**config.mk**
```make
export PLATFORM = sky130hd
export DESIGN_NAME = e2cb_reduce
export DESIGN_NICKNAME = d
export VERILOG_FILES = /design/src/euler_to_camera_basis_core_defines.svh /design/src/e2cb_pkg.sv /design/src/e2cb_reduce.sv
export SDC_FILE = /design/constraint.sdc
export NUM_CORES = 1
export LEC_CHECK = 0
export ABC_AREA = 0
export BUFFER_PORTS_ARGS = -buffer_cell sky130_fd_sc_hd__clkbuf_2
export CORE_MARGIN = 5
export CORE_UTILIZATION = 35
export CTS_CLUSTER_DIAMETER = 200
export DETAILED_ROUTE_END_ITERATION = 7
export GPL_TIMING_DRIVEN = 0
export PLACE_DENSITY_LB_ADDON = 0.08
export SLEW_MARGIN = 10
export SYNTH_ARGS = -nofsm -noshare
export SYNTH_HDL_FRONTEND = slang
export SYNTH_SLANG_ARGS = --single-unit
```
**constraint.sdc**
```tcl
create_clock -name clk -period 6.6 [get_ports clk]
set_input_delay 0.99 -clock clk [delete_from_list [all_inputs] [get_ports clk]]
set_output_delay 0.99 -clock clk [all_outputs]
set_load 0.02 [all_outputs]
```
**src/euler_to_camera_basis_core_defines.svh**
```systemverilog
// ----------------------------------------------------------------------------
// Assertion macros for the camera basis core
// Each macro is empty when SYNTHESIS is defined.
// ----------------------------------------------------------------------------
`ifndef EULER_TO_CAMERA_BASIS_CORE_DEFINES_SVH
`define EULER_TO_CAMERA_BASIS_CORE_DEFINES_SVH
`ifndef SYNTHESIS
`define E2CB_ASSERT_IMPL(lbl, clk, rst_n, prop, msg) \
    lbl: assert property (@(posedge clk) disable iff (!rst_n) prop) else $error(msg);
`define E2CB_ASSERT_RESET(lbl, clk, rst_n, sig, msg) \
    lbl: assert property (@(posedge clk) !rst_n |=> !(sig)) else $error(msg);
`else
`define E2CB_ASSERT_IMPL(lbl, clk, rst_n, prop, msg)
`define E2CB_ASSERT_RESET(lbl, clk, rst_n, sig, msg)
`endif
`endif

```
**src/e2cb_pkg.sv**
```systemverilog
// ----------------------------------------------------------------------------
// e2cb_pkg
// Shared constants, types, a rounding helper and the CORDIC arctangent table.
// ----------------------------------------------------------------------------
package e2cb_pkg;

    localparam int ANG_W      = 18;
    localparam int Q14_W      = 16;
    localparam int CORDIC_N   = 20;
    localparam int CW         = 34;
    localparam int ZW         = 26;
    localparam int FULL_TURN  = 92160;
    localparam int HALF_TURN  = 46080;
    localparam int QUART_TURN = 23040;
    localparam logic signed [CW-1:0] CORDIC_GAIN = 34'sd652032874;
    localparam logic signed [Q14_W-1:0] ONE_Q14 = 16'sd16384;

    typedef logic signed [Q14_W-1:0] q14_t;

    typedef struct packed {
        logic signed [CW-1:0] x;
        logic signed [CW-1:0] y;
        logic signed [ZW-1:0] z;
        logic                 flip;
    } cordic_t;

    function automatic logic signed [ZW-1:0] atan_entry(input int i);
        logic signed [ZW-1:0] r;
        begin
            case (i)
                0:  r = 26'sd2949120;
                1:  r = 26'sd1740967;
                2:  r = 26'sd919879;
                3:  r = 26'sd466945;
                4:  r = 26'sd234379;
                5:  r = 26'sd117305;
                6:  r = 26'sd58666;
                7:  r = 26'sd29335;
                8:  r = 26'sd14668;
                9:  r = 26'sd7334;
                10: r = 26'sd3667;
                11: r = 26'sd1833;
                12: r = 26'sd917;
                13: r = 26'sd458;
                14: r = 26'sd229;
                15: r = 26'sd115;
                16: r = 26'sd57;
                17: r = 26'sd29;
                18: r = 26'sd14;
                19: r = 26'sd7;
                default: r = '0;
            endcase
            return r;
        end
    endfunction

    // round a scaled value half up, shift, clamp to +-1.0
    function automatic q14_t round_clamp(input logic signed [CW+1:0] v, input int sh);
        logic signed [CW+1:0] t;
        begin
            t = (v + (36'sd1 <<< (sh - 1))) >>> sh;
            if (t > 36'sd16384)
                return ONE_Q14;
            else if (t < -36'sd16384)
                return -ONE_Q14;
            else
                return t[Q14_W-1:0];
        end
    endfunction

endpackage

```
**src/e2cb_reduce.sv**
```systemverilog
// ----------------------------------------------------------------------------
// e2cb_reduce
// Registered range reduction of one angle into [-90, 90] degrees plus flip.
// ----------------------------------------------------------------------------
module e2cb_reduce
(
    input  logic                                clk,
    input  logic                                en,
    input  logic signed [e2cb_pkg::ANG_W-1:0]   ang,
    output e2cb_pkg::cordic_t                   q
);

    logic signed [e2cb_pkg::ANG_W:0]  r;
    logic signed [e2cb_pkg::ANG_W:0]  rr;
    logic                             fl;
    e2cb_pkg::cordic_t                q_next;
    e2cb_pkg::cordic_t                q_reg;

    always_comb
    begin
        r = {ang[e2cb_pkg::ANG_W-1], ang};
        // input spans under two turns each way: two corrections suffice
        if (r >= 19'(e2cb_pkg::FULL_TURN))
            r = r - 19'(e2cb_pkg::FULL_TURN);
        if (r < -19'(e2cb_pkg::FULL_TURN))
            r = r + 19'(e2cb_pkg::FULL_TURN);
        if (r >= 19'(e2cb_pkg::HALF_TURN))
            r = r - 19'(e2cb_pkg::FULL_TURN);
        if (r < -19'(e2cb_pkg::HALF_TURN))
            r = r + 19'(e2cb_pkg::FULL_TURN);
        fl = 1'b0;
        rr = r;
        if (r > 19'(e2cb_pkg::QUART_TURN))
        begin
            rr = r - 19'(e2cb_pkg::HALF_TURN);
            fl = 1'b1;
        end
        else if (r < -19'(e2cb_pkg::QUART_TURN))
        begin
            rr = r + 19'(e2cb_pkg::HALF_TURN);
            fl = 1'b1;
        end
        q_next.x    = e2cb_pkg::CORDIC_GAIN;
        q_next.y    = '0;
        // rr lies within a quarter turn, so its low bits carry the sign
        q_next.z    = {rr[e2cb_pkg::ZW-9:0], 8'd0};
        q_next.flip = fl;
    end

    always_ff @(posedge clk)
    begin
        if (en)
            q_reg <= q_next;
    end

    assign q = q_reg;

endmodule

```
After elaboration in Yosys (flattened, before gate mapping)
Cells that the tools add are included.
- flip-flop bits (word level): 19
- input port bits: 20
- output and inout port bits: 95
- word-level logic and storage cells: 21
- add/sub/neg operators: 6
- order comparisons: 6
- muxes and demuxes: 7
- operators with widths (kind ; number):
    $mux W19 ; 4
    $add A19 B18 Y19 const B ; 2
    $mux W18 ; 2
    $ge A19 B17 Y1 const B ; 1
    $gt A19 B16 Y1 const B ; 1
    $lt A19 B16 Y1 const B ; 1
    $lt A19 B17 Y1 const B ; 1
    $lt A19 B18 Y1 const B ; 1
    $sub A18 B18 Y19 const B ; 1
    $sub A19 B18 Y19 const B ; 1
    $add A18 B17 Y18 const B ; 1
    $ge A18 B18 Y1 const B ; 1
    $sub A18 B17 Y18 const B ; 1
    $mux W1 ; 1

Logic depth before layout (Yosys ltp)
Gate-level depths: netlist (run 1).
- depth in word-level cells: 11
- mapped depth: 31
- mapped depth without buffers: 29

Least setup slack after synthesis (run 1)
No wires, ideal clock.
- path kind: in2reg
- from: in ang[11] (netlist bit)
- to: reg q_reg (netlist bit q[26]), data pin
- arrival time: 6.983 ns
- data required time: 6.328 ns
- path slack: -0.656 ns
- stages on the path: 30
- buffers on the path: 2
- cell sequence: buf_6 > inv_1 > ha_1 > and3b_1 > o21ai_0 > o21ai_0 > nor2_1 > a21oi_1 > ha_1 > o21bai_2 > a211oi_4 > mux2_2 > ha_1 > a21oi_1 > nand3_1 > a2111oi_4 > nor3_4 > xnor2_1 > ha_1 > and2_1 > o31ai_1 > a32oi_1 > a21o_1 > buf_6 > mux2i_4 > o211ai_1 > and2_1 > o32ai_1 > or3_1 > o2111ai_1
- longest elaborated chain between the ends: 11
- elaborated cells on any way between the ends: 18
- RTL lines (what ; line ; text):
    from (decl) ; e2cb_reduce.sv:9 ; input logic signed [e2cb_pkg::ANG_W-1:0] ang,
    $sub A18 B18 Y19 or $ge A18 B18 Y1 (tied branches) ; e2cb_reduce.sv:24, e2cb_reduce.sv:23 ;
    $mux W19 (*) ; e2cb_reduce.sv:23 ; if (r >= 19'(e2cb_pkg::FULL_TURN))
    $add A19 B18 Y19 or $lt A19 B18 Y1 (tied branches) ; e2cb_reduce.sv:26, e2cb_reduce.sv:25 ;
    $mux W19 (*) ; e2cb_reduce.sv:25 ; if (r < -19'(e2cb_pkg::FULL_TURN))
    $sub A19 B18 Y19 or $ge A19 B17 Y1 (tied branches) ; e2cb_reduce.sv:28, e2cb_reduce.sv:27 ;
    $mux W19 (*) ; e2cb_reduce.sv:27 ; if (r >= 19'(e2cb_pkg::HALF_TURN))
    $add A19 B18 Y19 or $lt A19 B17 Y1 (tied branches) ; e2cb_reduce.sv:30, e2cb_reduce.sv:29 ;
    $mux W19 (*) ; e2cb_reduce.sv:29 ; if (r < -19'(e2cb_pkg::HALF_TURN))
    $add A18 B17 Y18 or $lt A19 B16 Y1 (tied branches) ; e2cb_reduce.sv:40, e2cb_reduce.sv:38 ;
    $mux W18 ; e2cb_reduce.sv:38 ; else if (r < -19'(e2cb_pkg::QUART_TURN))
    $mux W18 (*) ; e2cb_reduce.sv:33 ; if (r > 19'(e2cb_pkg::QUART_TURN))
    named net rr, one bit ; e2cb_reduce.sv:14 ; logic signed [e2cb_pkg::ANG_W:0] rr;
    to (signal assigned) ; e2cb_reduce.sv:53 ; q_reg <= q_next;
    to (decl) ; e2cb_reduce.sv:17 ; e2cb_pkg::cordic_t q_reg;
The timed path passes the listed nets; every way through them passes the cells marked *.
A chain may end at the register's enable or synchronous reset.

Final worst setup path (run 1)
Ends and elaborated chain as after synthesis.

==> summary.md, run 1 <==
| Metric | Value |
|---|---|
| Status | `complete, but fails checks` |
| Failing checks | `setup timing` |
| Kind of cell adding the most delay to the critical path | `compound AO/OA/AOI/OAI gates` |
| Internal | `0.516 mW` |
| Clock power share | `0.082` |
| Worst min-delay path class | `primary input to register` |
| Fillcell total | `around 860` |
| Yosys Warn Count | `0` |
| Critical Path RT | `about 6.7 ns` |
| # hold bufs at CTS | `0` |
| Share of layout cells above drive strength 1 | `0.442` |
| Main synth FF type | `edfxtp_1` |
| Vias per Instance | `4.80` |
| Setup_tns | `-0.915 ns` |
| Seq cells post-synth | `19` |
| Die Wd | `105 um` |
| First-pass GRT wire length | `about 15000 um` |
| Sequential fraction of the synthesis area | `0.180` |
| Relative slew slack | `0.442` |
| Combinational power share | `0.721` |
| Final Hold Fails | `0` |
| Die Y | `approximately 110 um` |
| Placement Cell Area | `3940 um2` |
| CTS tree | `done` |
| Crit. End Element | `register` |
| Post-route antenna net violation count | `0` |
| CTS H-tree lvls | `1` |
| Asr flop ratio synth | `0` |
| Root Buffer | `clkbuf_8` |
| Final core utilization | `0.506` |
| Nets@finish | `554` |
| Pre-Repair DR Iteration Count | `4` |
| Synthesized area per cell | `8.37 um2` |
| Initial drt markers | `153` |
| Core ar. | `between 8000 and 9000 um2` |
| Dpl hpwl | `6690 um` |
| Cell variety after synth | `a little over 80` |
| Total GRT Usage | `0.153` |
| Unrepaired setup endpoints after global routing | `true` |
| Drt wl/cell | `about 14 um` |
| Arrival @ worst endpoint | `6.90 ns` |
| Row count | `34` |
| Buf/Inv on CP | `5` |
| Final setup viols | `7` |
| Full die area | `11100 um2` |
| Slew Limit Fails | `0` |
| Crit-path max cell delay | `around 0.43 ns` |
| Clock input transition at the sequential cells of the worst setup and hold paths | `about 0.070 ns` |
| Clk sinks | `19` |
| Critical setup path kind | `primary input to register` |
| Placement Setup Slack | `-1.26 ns` |
| Number of diodes | `0` |
| GPL Wtd Cong | `0.887` |
| Worst Setup Start Kind | `primary input` |
| Vias in the first global route | `3065` |
| Final worst path period need | `6.82 ns` |
| Pwr per Cell Area | `between 200 and 250 nW/um2` |
| Netlist Area Pre-Place | `about 3200 um2` |
| Critical path's slowest cell | `a211oi_4` |
| GRT Residual Overflow | `0` |
| Period utilization | `1.03` |
| Actual slew at the worst max-slew pin | `0.831 ns` |
| Switching Share | `0.451` |
| Overall Power | `0.940 mW` |
| Initial antenna violation count | `0` |
| CP most frequent cell | `ha_4` |
| Post-synth EDFFs | `19` |
| Max Freq | `0.147 GHz` |
| Psw | `0.424 mW` |
| Synth Instances | `between 300 and 400` |
| Final Instance Area | `4430 um2` |
| LEAKAGE | `between 1.5 and 2 nW` |
| DR vias | `~3000` |
| I/O pin count | `approximately 120` |
| CTS max path bufs | `2` |
| Post-Route WL | `8670 um` |
| Cts bufs inserted | `3` |
| Peak VDD IR | `88.1 uV` |
| Maximum number of pins on one net before global-route repair | `20` |
| Max reg flops | `19` |
| Initial Utilization | `0.362` |
| Max cap viols | `0` |
| Syn-to-layout area delta | `39.7%` |
| Sequential power share | `0.198` |
| Post-route DRC | `0` |
| Critical-path maximum fanout | `5` |
| Final worst slack | `-0.220 ns` |
| # port buffers | `35` |
==> logic make-up (layout without fill, tap and decap cells) <==
family	Yosys count	in the layout	synth area share
flip-flops	19	19	0.180
XOR/XNOR	22	22	0.0607
AND/OR/NAND/NOR	110	110	0.203
AO/OA/AOI/OAI	104	104	0.262
adder cells (fa/ha/maj)	8	8	0.0315
multiplexers	11	11	0.0402
other	2	76	0.00237
buffers and inverters	103	175	0.220
==> what timing repair did <==
| action | CTS | global route |
|---|---|---|
| endpoints found under the setup margin | 9 | 9 |
| resized for setup | 20 | 19 |
| setup buffers | 25 | 7 |
| gates cloned | 1 | 0 |
| pin swaps | 22 | 3 |
==> per-layer routing <==
layer | GRT usage | vias up | part of all wire
li1 | - | 1547 | -
met1 | 0.215 | 1357 | 0.47
met2 | 0.249 | 127 | 0.45
met3 | 0.0226 | 10 | 0.065
met4 | 0.0347 | 0 | 0.013
met5 | 0 | - | 0
==> final timing paths <==
path	start	to	slack (ns)	cells after the start
min	ang[3]	q[12]$_DFFE_PP_	0.94	1
max	ang[11]	q[26]$_DFFE_PP_	-0.22	31
==> per-stage QoR <==
step                hold slack, ns  instances
finish                       0.937        633
global placement              1.19        596
floorplan                     1.09        453
CTS                          0.926        626
global route                 0.930        633
detailed placement            1.19        596
==> power by group through the flow <==
stage                     Sequential (mW)  Combinational (mW)  Clock [mW]
after floorplan                     0.230               0.419           0
after global placement              0.189               0.565           0
after detailed placement            0.189               0.567           0
after CTS                           0.186               0.626      0.0790
after global routing                0.190               0.735      0.0871
final                               0.186               0.677      0.0769
==> Yosys cell counts, types with 6 or more instances <==
cell type / number / area, um2
buf_4: 76 / 571
nor2_1: 20 / 75.1
edfxtp_1: 19 / 571
nand2_1: 18 / 67.6
a21oi_1: 17 / 85.1
xnor2_1: 17 / 149
o21ai_0: 15 / 75.1
inv_1: 14 / 52.6
nand3_1: 11 / 55.1
ha_1: 8 / 100
nand2b_1: 7 / 43.8
mux2i_1: 6 / 60.1
nor3_1: 6 / 30.0
==> area by class of cell <==
class,instances,area (um2),share of cell area
multi-input cells,331,2510,0.566
plain buffers,89,662,0.149
flip-flops and latches,19,571,0.129
repair buffers,68,445,0.100
well taps,108,135,0.0305
inverters,14,65.1,0.0147
clock buffers,3,41.3,0.00931
clock inverters,1,5.00,0.00113
==> cell usage in the layout (no fill, tap or decap), types with 4 or more instances in the layout <==
cell and n:
nor2_1 18, inv_1 11, o21ai_0 12, o211ai_1 4, nor2b_1 5, nand2b_1 7
ha_4 4, conb_1 76, a21oi_2 6, edfxtp_1 19, nand2_1 17, or2_2 4
clkbuf_1 5, o21ai_2 4, a21oi_1 12, buf_6 5, xor2_1 5, xnor2_1 14
a211oi_1 5, a31oi_1 4, buf_2 4, nand3_1 9, clkbuf_2 34, nor4_1 4
nor3_1 5, buf_4 104
Note: power is estimated with default switching activity, not from simulation.
==> run 2, diff against run 1 <==
--- a/config.mk
+++ b/config.mk
@@ -8,7 +8,7 @@
 export ABC_AREA = 0
 export BUFFER_PORTS_ARGS = -buffer_cell sky130_fd_sc_hd__clkbuf_2
 export CORE_MARGIN = 5
-export CORE_UTILIZATION = 35
+export CORE_UTILIZATION = 30
 export CTS_CLUSTER_DIAMETER = 200
 export DETAILED_ROUTE_END_ITERATION = 7
 export GPL_TIMING_DRIVEN = 0
==> run 2 against run 1 <==
  * The run now ends clean
  * Setup slack improved by 0.25 ns
  * Die area up 15%
  * Cell area rose by 2.9%
  * Sequential power barely moved
  * Non-clock buffer count is 5 higher
  * Critical path type unchanged
==> summary.md, run 2 (same netlist as run 1, synthesis figures left out) <==
| Metric | Value |
|---|---|
| Status | `completed` |
| Pwr per Cell Area | `207 nW/um2 (-2.2%)` |
| Cts bufs inserted | `3 (unchanged)` |
| Busiest grt layer | `met2` |
| Root Buffer | `clkbuf_8` |
| Clk sinks | `19 (unchanged)` |
| CTS H-tree lvls | `1 (unchanged)` |
| Worst min-delay path class | `primary input to register` |
| Vias per Instance | `4.68 (-2.6%)` |
| Maximum number of pins on one net before global-route repair | `20 (unchanged)` |
| Critical Path RT | `6.69 ns (about the same)` |
| Critical path's slowest cell | `or3_1` |
| Initial antenna violation count | `0 (unchanged)` |
| LEAKAGE | `1.98 nW (+1.6%)` |
| CTS tree | `done` |
| Critical-path maximum fanout | `7 (+2)` |
| Critical setup path kind | `primary input to register` |
| # port buffers | `35 (unchanged)` |
| Initial drt markers | `115 (-25%)` |
| Worst Setup Start Kind | `primary input` |
| Routing usage on met1 | `0.181 (-0.0332)` |
| Peak VDD IR | `116 uV (+32%)` |
| DR vias | `3115 (+2.4%)` |
| # hold bufs at CTS | `0 (unchanged)` |
| Crit. End Element | `register` |
| Grt met2 use | `0.222 (-0.0265)` |
| Post-route DRC | `0 (unchanged)` |
| Unrepaired setup endpoints after global routing | `true` |
| Actual slew at the worst max-slew pin | `0.866 ns (+0.0352 ns)` |
| CTS max path bufs | `2 (unchanged)` |
| Final Instance Area | `4560 um2 (+2.9%)` |
| Number of diodes | `0 (unchanged)` |
| Relative slew slack | `0.418 (-0.0236)` |
| First-pass GRT wire length | `14600 um (-0.94%)` |
| Pre-Repair DR Iteration Count | `4 (unchanged)` |
| Nets@finish | `559 (+0.90%)` |
| Period utilization | `0.996 (-0.0373)` |
| Dpl hpwl | `7000 um (+4.6%)` |
| Slew Limit Fails | `0 (unchanged)` |
| Final setup viols | `0 (-7)` |
| Placed cell count | `624 (+4.7%)` |
| Crit-path max cell delay | `0.40 ns (-0.03 ns)` |
| Total GRT Usage | `0.134 (-0.0195)` |
| Die Y | `113 um (+7.3%)` |
| Core ar. | `10300 um2 (+18%)` |
| I/O pin count | `115 (unchanged)` |
| Share of layout cells above drive strength 1 | `0.451 (+0.00904)` |
| Drt wl/cell | `13.6 um (-0.43%)` |
| Fillcell total | `1024 (+20%)` |
| CP most frequent cell | `ha_4` |
| Max Freq | `0.152 GHz (+3.7%)` |
| Initial Utilization | `0.307 (-0.0547)` |
| Post-Route WL | `9080 um (+4.8%)` |
| Final worst path period need | `6.57 ns (-0.246 ns)` |
| GRT Residual Overflow | `0 (unchanged)` |
| Max reg flops | `19 (unchanged)` |
| Placement Cell Area | `3980 um2 (+0.89%)` |
| Clock input transition at the sequential cells of the worst setup and hold paths | `0.07 ns (about the same)` |
| GPL Wtd Cong | `0.872 (-1.7%)` |
| Arrival @ worst endpoint | `6.66 ns (-0.24 ns)` |
| Post-route antenna net violation count | `0 (unchanged)` |
| Row count | `37 (+8.8%)` |
| Leading cell type in the layout, fill and taps excluded | `buf_4` |
| Vias in the first global route | `3030 (-1.1%)` |
| Most frequent cells in the layout | `111 x buf_4, 76 x conb_1, 34 x clkbuf_2, 19 x nor2_1, 19 x edfxtp_1` |
| Syn-to-layout area delta | `43.8%` |
| Die Wd | `113 um (+7.3%)` |
| Final cell count without fillers | `666 (+5.2%)` |
| Final Hold Fails | `0 (unchanged)` |
| Max cap viols | `0 (unchanged)` |
| Global Route met3 Usage | `0.0278 (+0.00519)` |
| Full die area | `12700 um2 (+15%)` |
==> run 2: layout make-up <==
| class | instances | area, um2 | share of cell area |
|---|---|---|---|
| well taps | 136 | 170 | 0.0373 |
| repair buffers | 73 | 490 | 0.108 |
| plain buffers | 89 | 664 | 0.146 |
| inverters | 14 | 70.1 | 0.0154 |
| clock inverters | 1 | 5.00 | 0.00110 |
| flip-flops and latches | 19 | 571 | 0.125 |
| clock buffers | 3 | 41.3 | 0.00905 |
| multi-input cells | 331 | 2550 | 0.559 |
==> run 2: through the flow <==
step	utilization	hold slack, ns	setup slack, ns	TNS, ns	power, mW
2_1_floorplan	-	1.09	-0.282	-1.30	0.649
3_3_place_gp	0.385	1.19	-1.33	-10.54	0.759
3_5_place_dp	0.385	1.19	-1.34	-10.60	0.761
4_1_cts	0.418	0.930	0.00251	0	0.897
5_1_grt	0.442	0.928	-0.227	-1.29	1.01
6_report	0.442	0.940	0.0261	0	0.946
==> run 2: repair_timing <==
item                                    4_1_cts  5_1_grt
pin swaps                                    16        5
buffers inserted                             21       17
gates resized for setup                      19       26
endpoints found under the setup margin        9        9
==> run 2: critical path: cells and delay by family <==
kind | cells | cell delay, ns
compound gates | 14 | 2.52
fa+ha+maj | 4 | 0.68
simple gates | 6 | 1.12
buf+inv | 4 | 0.43
mux | 3 | 0.91
==> run 2: worst paths after layout <==
kind	startpoint	to	slack [ns]	cells after the start
max	ang[11]	q[26]$_DFFE_PP_	0.03	31
min	ang[3]	q[12]$_DFFE_PP_	0.94	1
==> run 2: report_power, final <==
| part | total, mW | switching [mW] | internal [mW] | leakage, nW |
|---|---|---|---|---|
| Clock | 0.0776 | 0.0358 | 0.0418 | 0.0255 |
| Combinational | 0.681 | 0.383 | 0.298 | 1.76 |
| Sequential | 0.187 | 0.00784 | 0.179 | 0.186 |
==> run 2: per-layer routing <==
layer  vias to the layer above  wire, um
met2                       127      4290
met5                         -         0
met1                      1430      4100
met3                         8       629
met4                         0        55
li1                       1550         -
==> run 3, diff against run 2 <==
--- a/config.mk
+++ b/config.mk
@@ -11,7 +11,6 @@
 export CORE_UTILIZATION = 30
 export CTS_CLUSTER_DIAMETER = 200
 export DETAILED_ROUTE_END_ITERATION = 7
-export GPL_TIMING_DRIVEN = 0
 export PLACE_DENSITY_LB_ADDON = 0.08
 export SLEW_MARGIN = 10
 export SYNTH_ARGS = -nofsm -noshare
==> run 3 against run 2 <==
  * Die area did not move
  * Global-route usage fell by 0.18 points
  * Sequential power is essentially flat
==> summary.md, run 3 (same netlist as run 1, synthesis figures left out) <==
| Metric | Value |
|---|---|
| Max cap viols | `0 (unchanged)` |
| Most frequent cells in the layout | `78 x buf_4, 76 x conb_1, 38 x clkbuf_2, 19 x nor2_1, 19 x edfxtp_1` |
| Vias per Instance | `4.79 (+2.4%)` |
| Combinational power share | `0.715 (-0.006)` |
| # port buffers | `38 (+8.6%)` |
| Internal | `0.516 mW (-0.62%)` |
| Buf/Inv on CP | `4 (unchanged)` |
| Final worst path period need | `6.28 ns (-0.295 ns)` |
| CTS tree | `done` |
| Final Instance Area | `4060 um2 (-11%)` |
| Drt wl/cell | `14.1 um (+3.5%)` |
| First-pass GRT wire length | `14200 um (-2.8%)` |
| Placement Cell Area | `3930 um2 (-1.2%)` |
| Clock input transition at the sequential cells of the worst setup and hold paths | `0.07 ns (about the same)` |
| Post-route antenna net violation count | `0 (unchanged)` |
| Syn-to-layout area delta | `28.0%` |
| Setup_tns | `0 ns (unchanged)` |
| Pwr per Cell Area | `228 nW/um2 (+9.8%)` |
| Leading cell type in the layout, fill and taps excluded | `buf_4` |
| Cts bufs inserted | `3 (unchanged)` |
| GPL Wtd Cong | `0.882 (+1.2%)` |
| Post-Route WL | `8770 um (-3.4%)` |
| Critical Path RT | `6.69 ns (about the same)` |
| Relative slew slack | `0.516 (+0.0976)` |
| Row count | `37 (unchanged)` |
| Max Freq | `0.159 GHz (+4.7%)` |
| Critical path's slowest cell | `or4b_4` |
| Die Y | `113 um (unchanged)` |
| DR vias | `2979 (-4.4%)` |
| GRT Residual Overflow | `0 (unchanged)` |
| Vias in the first global route | `2841 (-6.2%)` |
| Actual slew at the worst max-slew pin | `0.721 ns (-0.145 ns)` |
| Switching Share | `0.442 (-0.00915)` |
| Kind of cell adding the most delay to the critical path | `compound AO/OA/AOI/OAI gates` |
| Max reg flops | `19 (unchanged)` |
| Crit. End Element | `register` |
| Period utilization | `0.951 (-0.0448)` |
| CTS H-tree lvls | `1 (unchanged)` |
| Status | `completed` |
| I/O pin count | `115 (unchanged)` |
| Initial drt markers | `123 (+7.0%)` |
| Root Buffer | `clkbuf_8` |
| Core ar. | `10300 um2 (unchanged)` |
| Worst min-delay path class | `primary input to register` |
| Maximum number of pins on one net before global-route repair | `20 (unchanged)` |
| Full die area | `12700 um2 (unchanged)` |
| Arrival @ worst endpoint | `6.37 ns (-0.29 ns)` |
| Final Hold Fails | `0 (unchanged)` |
| CTS max path bufs | `2 (unchanged)` |
| Slew Limit Fails | `0 (unchanged)` |
| Initial antenna violation count | `0 (unchanged)` |
| LEAKAGE | `1.72 nW (-13%)` |
| Clock power share | `0.083 (about the same)` |
| Final setup viols | `0 (unchanged)` |
| Die Wd | `113 um (unchanged)` |
| Clk sinks | `19 (unchanged)` |
| Peak VDD IR | `120 uV (+3.3%)` |
| Dpl hpwl | `7440 um (+6.3%)` |
| Initial Utilization | `0.307 (unchanged)` |
| Critical setup path kind | `primary input to register` |
| Share of layout cells above drive strength 1 | `0.385 (-0.0662)` |
| Worst Setup Start Kind | `primary input` |
| Psw | `0.408 mW (-4.2%)` |
| Final core utilization | `0.393 (-0.0486)` |
| Total GRT Usage | `0.132 (-0.00183)` |
| WHS | `0.939 ns (-0.000925 ns)` |
| Crit-path max cell delay | `0.54 ns (+0.14 ns)` |
| Number of diodes | `0 (unchanged)` |
| Post-route DRC | `0 (unchanged)` |
| Sequential power share | `0.202 (+0.005)` |
| Pre-Repair DR Iteration Count | `4 (unchanged)` |
| # hold bufs at CTS | `0 (unchanged)` |
| Critical-path maximum fanout | `8 (+1)` |
| Nets@finish | `515 (-7.9%)` |
==> run 3: changes by cell type in the layout (fill, tap and decap cells not counted), moves of 2 or more <==
cell,previous run,this run
buf_4,111,78
o21ai_4,2,0
buf_2,2,0
a21oi_4,3,0
clkbuf_1,5,1
buf_8,2,0
a32oi_2,2,0
buf_6,3,1
a32oi_1,1,3
a21oi_2,3,5
o21ai_2,2,4
clkbuf_2,34,38
clkbuf_4,2,0
==> run 3: repair_timing <==
| action | in CTS | in global routing |
|---|---|---|
| buffers inserted | 0 | 2 |
| setup endpoints to repair | 0 | 9 |
| resized for setup | 0 | 12 |
==> run 3: cell type report <==
type	count	area (um2)
inverters	14	62.6
clock buffers	4	45.0
well taps	136	170
fillers	1066	6260
multi-input cells	331	2400
flip-flops and latches	19	571
repair buffers	118	807
==> run 3: final timing paths <==
kind / startpoint / cells past startpoint / slack, ns / endpoint
min: ang[0] / 1 / 0.94 / q[9]$_DFFE_PP_
max: ang[12] / 26 / 0.32 / q[26]$_DFFE_PP_
==> run 3: metal layers <==
| metal | vias up | track usage | wire length (um) |
|---|---|---|---|
| met5 | - | 0 | 0 |
| li1 | 1464 | - | - |
| met4 | 0 | 0.0176 | 82 |
| met3 | 8 | 0.0118 | 605 |
| met2 | 126 | 0.203 | 3780 |
| met1 | 1381 | 0.204 | 4310 |
==> run 3: per-stage QoR <==
| step | instances | setup WS [ns] | total power, mW |
|---|---|---|---|
| after CTS | 620 | 0.0162 | 0.912 |
| after detailed placement | 616 | -0.224 | 0.832 |
| after floorplan | 453 | -0.282 | 0.649 |
| after global placement | 616 | -0.149 | 0.834 |
| after global routing | 622 | -0.00111 | 0.999 |
| final | 622 | 0.322 | 0.924 |
==> run 3: power groups by stage <==
| stage | clock (mW) | combinational, mW | sequential, mW |
|---|---|---|---|
| global placement | 0 | 0.645 | 0.188 |
| CTS | 0.0806 | 0.644 | 0.187 |
| finish | 0.0768 | 0.661 | 0.187 |
| global route | 0.0867 | 0.723 | 0.189 |
| detailed placement | 0 | 0.642 | 0.190 |
| floorplan | 0 | 0.419 | 0.230 |
